==> config.mk <==
export PLATFORM = sky130hd
export DESIGN_NAME = ucs_to_utf8_converter
export DESIGN_NICKNAME = d
export VERILOG_FILES = /design/src/hw/rtl/uu8_pkg.sv /design/src/hw/rtl/uu8_encoder.sv /design/src/hw/rtl/ucs_to_utf8_converter.sv
export SDC_FILE = /design/constraint.sdc
export NUM_CORES = 1
export LEC_CHECK = 0
export BUFFER_PORTS_ARGS = -buffer_cell sky130_fd_sc_hd__buf_4
export CAP_MARGIN = 20
export CORE_ASPECT_RATIO = 1.5
export CORE_MARGIN = 2
export CORE_UTILIZATION = 39
export DETAILED_ROUTE_END_ITERATION = 8
export PLACE_DENSITY = 0.6
export RECOVER_POWER = 25
export SLEW_MARGIN = 5
export SYNTH_ARGS = -nofsm -noshare
export SYNTH_HDL_FRONTEND = slang
export SYNTH_SLANG_ARGS = --single-unit
export TNS_END_PERCENT = 1
==> constraint.sdc <==
create_clock -name clock -period 4.25 [get_ports clock]
set_input_delay 0.85 -clock clock [delete_from_list [all_inputs] [get_ports clock]]
set_output_delay 0.85 -clock clock [all_outputs]
set_load 0.03 [all_outputs]
==> src/hw/rtl/uu8_pkg.sv <==
`timescale 1ns / 1ps
// Shared types and constants for the UCS-2/UCS-4 to UTF-8 converter.
// No dependencies.
package uu8_pkg;

   typedef enum logic [1:0] {
      STATUS_OK        = 2'd0,
      STATUS_TRUNCATED = 2'd1,
      STATUS_RANGE     = 2'd2
   } status_type;

   localparam int unsigned MaxBytes = 6;

   localparam logic [7:0] CONT_MARK = 8'h80;
   localparam logic [7:0] LEAD_2    = 8'hc0;
   localparam logic [7:0] LEAD_3    = 8'he0;
   localparam logic [7:0] LEAD_4    = 8'hf0;
   localparam logic [7:0] LEAD_5    = 8'hf8;
   localparam logic [7:0] LEAD_6    = 8'hfc;

   // One encoded code value: byte count and bytes, lead byte at index 0.
   typedef struct packed {
      logic [2:0]                  count;
      logic [MaxBytes-1:0][7:0]    bytes;
   } enc_type;

endpackage

==> src/hw/rtl/uu8_encoder.sv <==
`timescale 1ns / 1ps
// Shortest UTF-8 form (31-bit variant) of one code value, 1 to 6 bytes.
// Depends on uu8_pkg.
module uu8_encoder (
   input  logic [30:0]          code,
   output uu8_pkg::enc_type     enc
);

   logic [5:0] s0, s1, s2, s3, s4;

   assign s0 = code[5:0];
   assign s1 = code[11:6];
   assign s2 = code[17:12];
   assign s3 = code[23:18];
   assign s4 = code[29:24];

   always_comb begin
      enc.bytes = '0;
      if (code[30:7] == 24'd0) begin
         enc.count    = 3'd1;
         enc.bytes[0] = {1'b0, code[6:0]};
      end else if (code[30:11] == 20'd0) begin
         enc.count    = 3'd2;
         enc.bytes[0] = uu8_pkg::LEAD_2 | {3'd0, code[10:6]};
         enc.bytes[1] = uu8_pkg::CONT_MARK | {2'd0, s0};
      end else if (code[30:16] == 15'd0) begin
         enc.count    = 3'd3;
         enc.bytes[0] = uu8_pkg::LEAD_3 | {4'd0, code[15:12]};
         enc.bytes[1] = uu8_pkg::CONT_MARK | {2'd0, s1};
         enc.bytes[2] = uu8_pkg::CONT_MARK | {2'd0, s0};
      end else if (code[30:21] == 10'd0) begin
         enc.count    = 3'd4;
         enc.bytes[0] = uu8_pkg::LEAD_4 | {5'd0, code[20:18]};
         enc.bytes[1] = uu8_pkg::CONT_MARK | {2'd0, s2};
         enc.bytes[2] = uu8_pkg::CONT_MARK | {2'd0, s1};
         enc.bytes[3] = uu8_pkg::CONT_MARK | {2'd0, s0};
      end else if (code[30:26] == 5'd0) begin
         enc.count    = 3'd5;
         enc.bytes[0] = uu8_pkg::LEAD_5 | {6'd0, code[25:24]};
         enc.bytes[1] = uu8_pkg::CONT_MARK | {2'd0, s3};
         enc.bytes[2] = uu8_pkg::CONT_MARK | {2'd0, s2};
         enc.bytes[3] = uu8_pkg::CONT_MARK | {2'd0, s1};
         enc.bytes[4] = uu8_pkg::CONT_MARK | {2'd0, s0};
      end else begin
         enc.count    = 3'd6;
         enc.bytes[0] = uu8_pkg::LEAD_6 | {7'd0, code[30]};
         enc.bytes[1] = uu8_pkg::CONT_MARK | {2'd0, s4};
         enc.bytes[2] = uu8_pkg::CONT_MARK | {2'd0, s3};
         enc.bytes[3] = uu8_pkg::CONT_MARK | {2'd0, s2};
         enc.bytes[4] = uu8_pkg::CONT_MARK | {2'd0, s1};
         enc.bytes[5] = uu8_pkg::CONT_MARK | {2'd0, s0};
      end
   end

endmodule

==> src/hw/rtl/ucs_to_utf8_converter.sv <==
`timescale 1ns / 1ps
// Input bytes are held in the item register; results are offered from the run register.
// Throughput: one input transaction per cycle while each yields at most one
// result and the result port does not stall; otherwise the one-byte result
// port holds the input while it drains the run register of an item of n results (1..6).
// Reset (synchronous): clears gathering, error latch, pipeline; format = UCS-2.
// Depends on uu8_pkg and uu8_encoder.
module ucs_to_utf8_converter (
   input  logic        clock,
   input  logic        reset,
   input  logic        req_valid,
   output logic        req_stall,
   input  logic [7:0]  req_in_byte,
   input  logic        req_last_byte,
   output logic        rsp_valid,
   input  logic        rsp_stall,
   output logic [7:0]  rsp_out_byte,
   output logic        rsp_run_end,
   output logic [1:0]  rsp_status,
   output logic        rsp_string_end,
   input  logic        csr_valid,
   output logic        csr_ready,
   input  logic        csr_source_format
);

   logic                 fmt_ff;
   logic [1:0]           gathered_ff, gathered_in;
   logic [23:0]          acc_ff, acc_in;
   logic                 err_ff, err_in;

   logic                 item_valid_ff, item_valid_in;
   logic [7:0]           item_byte_ff;
   logic                 item_last_ff;

   logic                 run_valid_ff, run_valid_in;
   logic [2:0]           run_index_ff, run_index_in;
   logic [2:0]           run_count_ff;
   uu8_pkg::status_type  run_status_ff;
   logic                 run_last_ff;
   logic [5:0][7:0]      run_bytes_ff;

   logic                 req_take, rsp_take, run_done, item_move, process;
   logic                 complete, load;
   logic [31:0]          code;
   uu8_pkg::enc_type     enc_out, new_enc;
   uu8_pkg::status_type  new_status;
   logic                 new_last;

   assign csr_ready = 1'b1;

   assign rsp_take  = run_valid_ff && !rsp_stall;
   assign rsp_run_end = (run_index_ff == run_count_ff - 3'd1);
   assign run_done  = rsp_take && rsp_run_end;
   assign item_move = !run_valid_ff || run_done;
   assign process   = item_valid_ff && item_move;
   assign req_stall = item_valid_ff && !item_move;
   assign req_take  = req_valid && !req_stall;

   assign complete = fmt_ff ? (gathered_ff == 2'd3) : (gathered_ff != 2'd0);
   assign code = fmt_ff ? {acc_ff, item_byte_ff} : {16'd0, acc_ff[7:0], item_byte_ff};

   uu8_encoder u_encoder (
      .code (code[30:0]),
      .enc  (enc_out)
   );

   always_comb begin
      gathered_in = gathered_ff;
      acc_in      = acc_ff;
      err_in      = err_ff;
      load        = 1'b0;
      new_status  = uu8_pkg::STATUS_OK;
      new_last    = item_last_ff;
      new_enc     = enc_out;
      if (process) begin
         if (err_ff) begin
            if (item_last_ff) begin
               err_in      = 1'b0;
               gathered_in = 2'd0;
               acc_in      = '0;
            end
         end else if (!complete) begin
            if (item_last_ff) begin
               gathered_in   = 2'd0;
               acc_in        = '0;
               load          = 1'b1;
               new_status    = uu8_pkg::STATUS_TRUNCATED;
               new_last      = 1'b1;
               new_enc.count = 3'd1;
               new_enc.bytes = '0;
            end else begin
               acc_in      = {acc_ff[15:0], item_byte_ff};
               gathered_in = gathered_ff + 2'd1;
            end
         end else begin
            gathered_in = 2'd0;
            acc_in      = '0;
            load        = 1'b1;
            if (code[31]) begin
               err_in        = !item_last_ff;
               new_status    = uu8_pkg::STATUS_RANGE;
               new_enc.count = 3'd1;
               new_enc.bytes = '0;
            end
         end
      end
   end

   always_comb begin
      item_valid_in = item_valid_ff;
      if (req_take) begin
         item_valid_in = 1'b1;
      end else if (process) begin
         item_valid_in = 1'b0;
      end
      run_valid_in = run_valid_ff;
      run_index_in = run_index_ff;
      if (load) begin
         run_valid_in = 1'b1;
         run_index_in = 3'd0;
      end else if (run_done) begin
         run_valid_in = 1'b0;
      end else if (rsp_take) begin
         run_index_in = run_index_ff + 3'd1;
      end
   end

   always_ff @(posedge clock) begin
      if (reset) begin
         fmt_ff        <= 1'b0;
         gathered_ff   <= 2'd0;
         acc_ff        <= '0;
         err_ff        <= 1'b0;
         item_valid_ff <= 1'b0;
         run_valid_ff  <= 1'b0;
         run_index_ff  <= 3'd0;
      end else begin
         if (csr_valid && csr_ready) begin
            fmt_ff <= csr_source_format;
         end
         gathered_ff   <= gathered_in;
         acc_ff        <= acc_in;
         err_ff        <= err_in;
         item_valid_ff <= item_valid_in;
         run_valid_ff  <= run_valid_in;
         run_index_ff  <= run_index_in;
      end
   end

   always_ff @(posedge clock) begin
      if (req_take) begin
         item_byte_ff <= req_in_byte;
         item_last_ff <= req_last_byte;
      end
      if (load) begin
         run_count_ff  <= new_enc.count;
         run_bytes_ff  <= new_enc.bytes;
         run_status_ff <= new_status;
         run_last_ff   <= new_last;
      end
   end

   assign rsp_valid      = run_valid_ff;
   assign rsp_out_byte   = run_bytes_ff[run_index_ff];
   assign rsp_status     = run_status_ff;
   assign rsp_string_end = rsp_run_end && run_last_ff;

`ifndef SYNTHESIS
   a_index_in_run: assert property (@(posedge clock) disable iff (reset)
      run_valid_ff |-> (run_index_ff < run_count_ff))
      else $error("run index beyond byte count");

   a_error_single: assert property (@(posedge clock) disable iff (reset)
      (run_valid_ff && run_status_ff != uu8_pkg::STATUS_OK) |-> (run_count_ff == 3'd1))
      else $error("error run with more than one result");

   a_stall_needs_item: assert property (@(posedge clock) disable iff (reset)
      req_stall |-> (item_valid_ff && run_valid_ff))
      else $error("input stalled with no pending transaction");

   a_reset_idle: assert property (@(posedge clock)
      $past(reset) |-> (!rsp_valid && !item_valid_ff))
      else $error("pipeline not empty after reset");
`endif

endmodule
==> out/summary.log <==
[status] status finished clean
[grt] GRT overflow 0
[route] drt total wl 10700 um
[grt] global-route wire length before repair 17300 um
[floorplan] chip height 135 um
[critical_path] cell with the largest stage delay on the worst path sky130_fd_sc_hd__clkbuf_1
[logic_synthesis] cell taking the most area after synthesis sky130_fd_sc_hd__edfxtp_1
[logic_synthesis] Yosys top cell area share 38.0%
[route] Antenna Violating Nets Remaining 0
[cells_and_area] final design utilization 45.4%
[cells_and_area] final-stage net count 439
[logic_synthesis] Area contributors post-synth sky130_fd_sc_hd__edfxtp_1 38%, sky130_fd_sc_hd__dfxtp_1 15%, sky130_fd_sc_hd__a22o_1 5.1%, sky130_fd_sc_hd__mux2i_1 4.1%, sky130_fd_sc_hd__nor2_1 2.8%
[cells_and_area] share of final-layout standard cells stronger than drive strength 1 13.4%
[power] internal power of the cells 0.00155 W
[cts] number of post-CTS setup repair buffers 0
[cts] number of hold buffers added after cts 0
[route] Post-route DRC 0
[logic_synthesis] asr flop ratio synth 0%
[logic_synthesis] register bit count reported by yosys 89
[cts] CTS Sinks 89
[cells_and_area] layout overhead on the synthesized area 13.3%
[floorplan] standard-cell rows 47
[logic_synthesis] mapped cell area 4430 sq um
[cts] Gates resized, CTS repair 0
[timing] unrepaired setup endpoints after global routing false
[critical_path] cell-by-cell listing of the critical path clkbuf_1 -> mux4_2 -> inv_1 -> o22ai_1 -> buf_4
[power] power density cells 401 nW/um^2
[critical_path] largest delay contributor family on the critical path buffers and inverters
[timing] Sum Neg Setup Slack 0 ps
[timing] Final setup viols 0
[critical_path] Critical Path Max Stage Delay 1010 ps
[cts] CTS tree yes
[critical_path] Crit path required time 3400 ps
[cells_and_area] commonest non-fill, non-tap cell in the layout sky130_fd_sc_hd__edfxtp_1
[timing] maximum clock rate 286 MHz
[cts] total CTS buffers 9
[timing] Hold Slack 489 ps
[logic_synthesis] multiplexer share of the synthesized area 6.86%
[cells_and_area] commonest non-fill, non-tap cells in the layout 56 x sky130_fd_sc_hd__edfxtp_1, 33 x sky130_fd_sc_hd__nor2_1, 33 x sky130_fd_sc_hd__dfxtp_1, 26 x sky130_fd_sc_hd__a22o_1, 23 x sky130_fd_sc_hd__a21oi_1
[cells_and_area] Diodes inserted 0
[critical_path] critical path class flip-flop to primary output
[grt] global routing usage summed across all routing layers 18.1%
[critical_path] Buf+Inv Stages, Crit Path 3
[logic_synthesis] Synth Area in Compound Gates 18.9%
[logic_synthesis] adder and majority gate portion of the synthesized area 1.13%
[floorplan] die width 91.0 um
[logic_synthesis] Mapped Cells 406
[logic_synthesis] number of enable flip-flop cells after synthesis 56
[logic_synthesis] ys flop type sky130_fd_sc_hd__edfxtp_1
[power] leakage 1.80 nW
[logic_synthesis] synthesized-area fraction occupied by and/or/nand/nor cells 13.8%
[logic_synthesis] sequential share of the synthesized area 52.9%
[floorplan] core area 11100 sq um
[route] wire per inst 18.7 um
[critical_path] arrival time of the worst setup path 2650 ps
[timing] Max transition margin 8.98%
[flow_run] number of maximum-capacitance violations 0
[logic_synthesis] Post-Syn Nets 425
[power] Sw Share 23.2%
[power] Logic pwr share 9.9%
[power] Switch Pwr 0.000467 W
[critical_path] kind of start point of the critical path flip-flop
[route] detailed-routing iteration count for the pre-antenna-repair pass 6
[floorplan] Initial Utilization 40.1%
[cts] clock tree root buffer cell sky130_fd_sc_hd__clkbuf_16
[cts] clock slew at the register clock pins of the worst setup and hold paths 60 ps
[cts] maximum clock path buffer count 2
[route] vias post-DR 3393
[timing] Worst Tran Pin Value 1370 ps
[placed_design] DPL Wire Length 7820 um
[logic_synthesis] main combinational cell family by area after synthesis compound AO/OA/AOI/OAI gates
[logic_synthesis] number of different library cells in the post-synthesis netlist 54
[timing] final-report max-slew violation count 0
[power] peak supply drop 0.224 mV
[power] share of total power in the clock network 41.1%
[grt] pin count of the biggest net entering global routing 30
[timing] crit path time final 3500 ps
[cts] Clock H-tree levels 3
[power] Seq pwr share 49.0%
[hold_path] path category of the worst min-delay check flip-flop to flip-flop
[placed_design] final estimated routing congestion in global placement 0.931
[grt] number of antenna violations at the first check in global routing 0
[cts] clock insertion delay at the later pin of the skew report 340 ps
[cells_and_area] Filler Cells Inserted 1094
[logic_synthesis] post-synthesis share of cell area spent on xor and xnor gates 1.33%
[floorplan] DIE AREA 12200 sq um
[timing] setup skew after layout 7.04 ps
[route] DRC marker count from the first detailed-route iteration 414
[timing] number of endpoints with negative hold slack in the final report 0
[placed_design] number of I/O port buffers 28
[timing] Final Cycle Share 82.3%
[critical_path] type of element capturing the critical path primary output
[route] average via count per standard cell 5.93
[floorplan] IO Count 30
[logic_synthesis] per-instance average area after synthesis 10.9 sq um
[grt] via count of the first global-routing pass 3257
[critical_path] largest driver fanout on the critical path 21
[logic_synthesis] total of warnings raised by yosys 0
-- layer usage --
metal	vias to the layer above	share of wire (%)	track usage, %
met5	-	0	0
li1	1600	-	-
met4	0	3.5	10.4
met3	29	5.8	3.35
met2	159	50	30.1
met1	1605	41	22.0
-- final cells by class --
type,instances,area (sq um),share of cell area [%]
clock buffers,9,225,4.49
repair buffers,34,225,4.49
clock inverters,7,93.8,1.87
multi-input cells,267,1880,37.4
inverters,19,71.3,1.42
well taps,147,184,3.67
flip-flops and latches,89,2340,46.7
-- kinds of logic (layout without fill, tap and decap cells) --
family | count (synthesis) | count (layout)
flops | 89 | 89
other cells | 1 | 1
compound gates | 113 | 113
xor+xnor | 5 | 5
mux | 27 | 27
simple gates | 117 | 117
buf+inv | 50 | 69
fa+ha+maj | 4 | 4
-- power groups by stage --
stage / logic [W] / clock network [W] / registers [W]
2_1_floorplan: 0.000150 / 0 / 0.000990
3_3_place_gp: 0.000198 / 0 / 0.00100
3_5_place_dp: 0.000202 / 0 / 0.00100
4_1_cts: 0.000203 / 0.000846 / 0.000986
5_1_grt: 0.000217 / 0.000876 / 0.000990
6_report: 0.000200 / 0.000828 / 0.000986
-- registers in the layout, indices dropped and copies added, names as in the netlist --
name / flops
fmt_ff: 1
run_bytes_ff: 41
acc_ff: 24
run_last_ff: 1
run_index_ff: 3
rsp_valid: 1
run_count_ff: 3
item_byte_ff: 8
err_ff: 1
rsp_status: 2
item_valid_ff: 1
gathered_ff: 2
item_last_ff: 1
-- through the flow --
stage	power, W	std cells	cell area [sq um]	setup slack (ps)
after floorplan	0.00114	406	4430	1260
after global placement	0.00120	555	4720	1110
after detailed placement	0.00121	556	4730	1070
after CTS	0.00203	572	5050	986
after global routing	0.00208	572	5020	601
final	0.00201	572	5020	753
-- path summary, 6_finish.rpt --
kind / start / to / slack (ps) / cells past startpoint
max: run_index_ff[0] / rsp_out_byte[0] / 750 / 5
min: acc_ff[18] / acc_ff[18] / 490 / 1
max reg2reg: fmt_ff / run_bytes_ff[33] / 1050 / 6
min reg2reg: acc_ff[18] / acc_ff[18] / 490 / 1
-- Yosys cell counts, drive strengths merged (5+ instances only) --
| library cell | count |
|---|---|
| or3 | 7 |
| buf | 11 |
| o21ai | 8 |
| nand3 | 11 |
| mux2i | 18 |
| clkbuf | 20 |
| edfxtp | 56 |
| o221ai | 5 |
| a22o | 26 |
| o22ai | 16 |
| nor3 | 9 |
| inv | 19 |
| mux2 | 7 |
| nor2 | 33 |
| and3 | 11 |
| dfxtp | 33 |
| and2 | 6 |
| nand2 | 16 |
| nand2b | 6 |
| a22oi | 6 |
| nor4 | 9 |
| a21oi | 23 |
No activity file was read; power rests on OpenSTA's default activity.
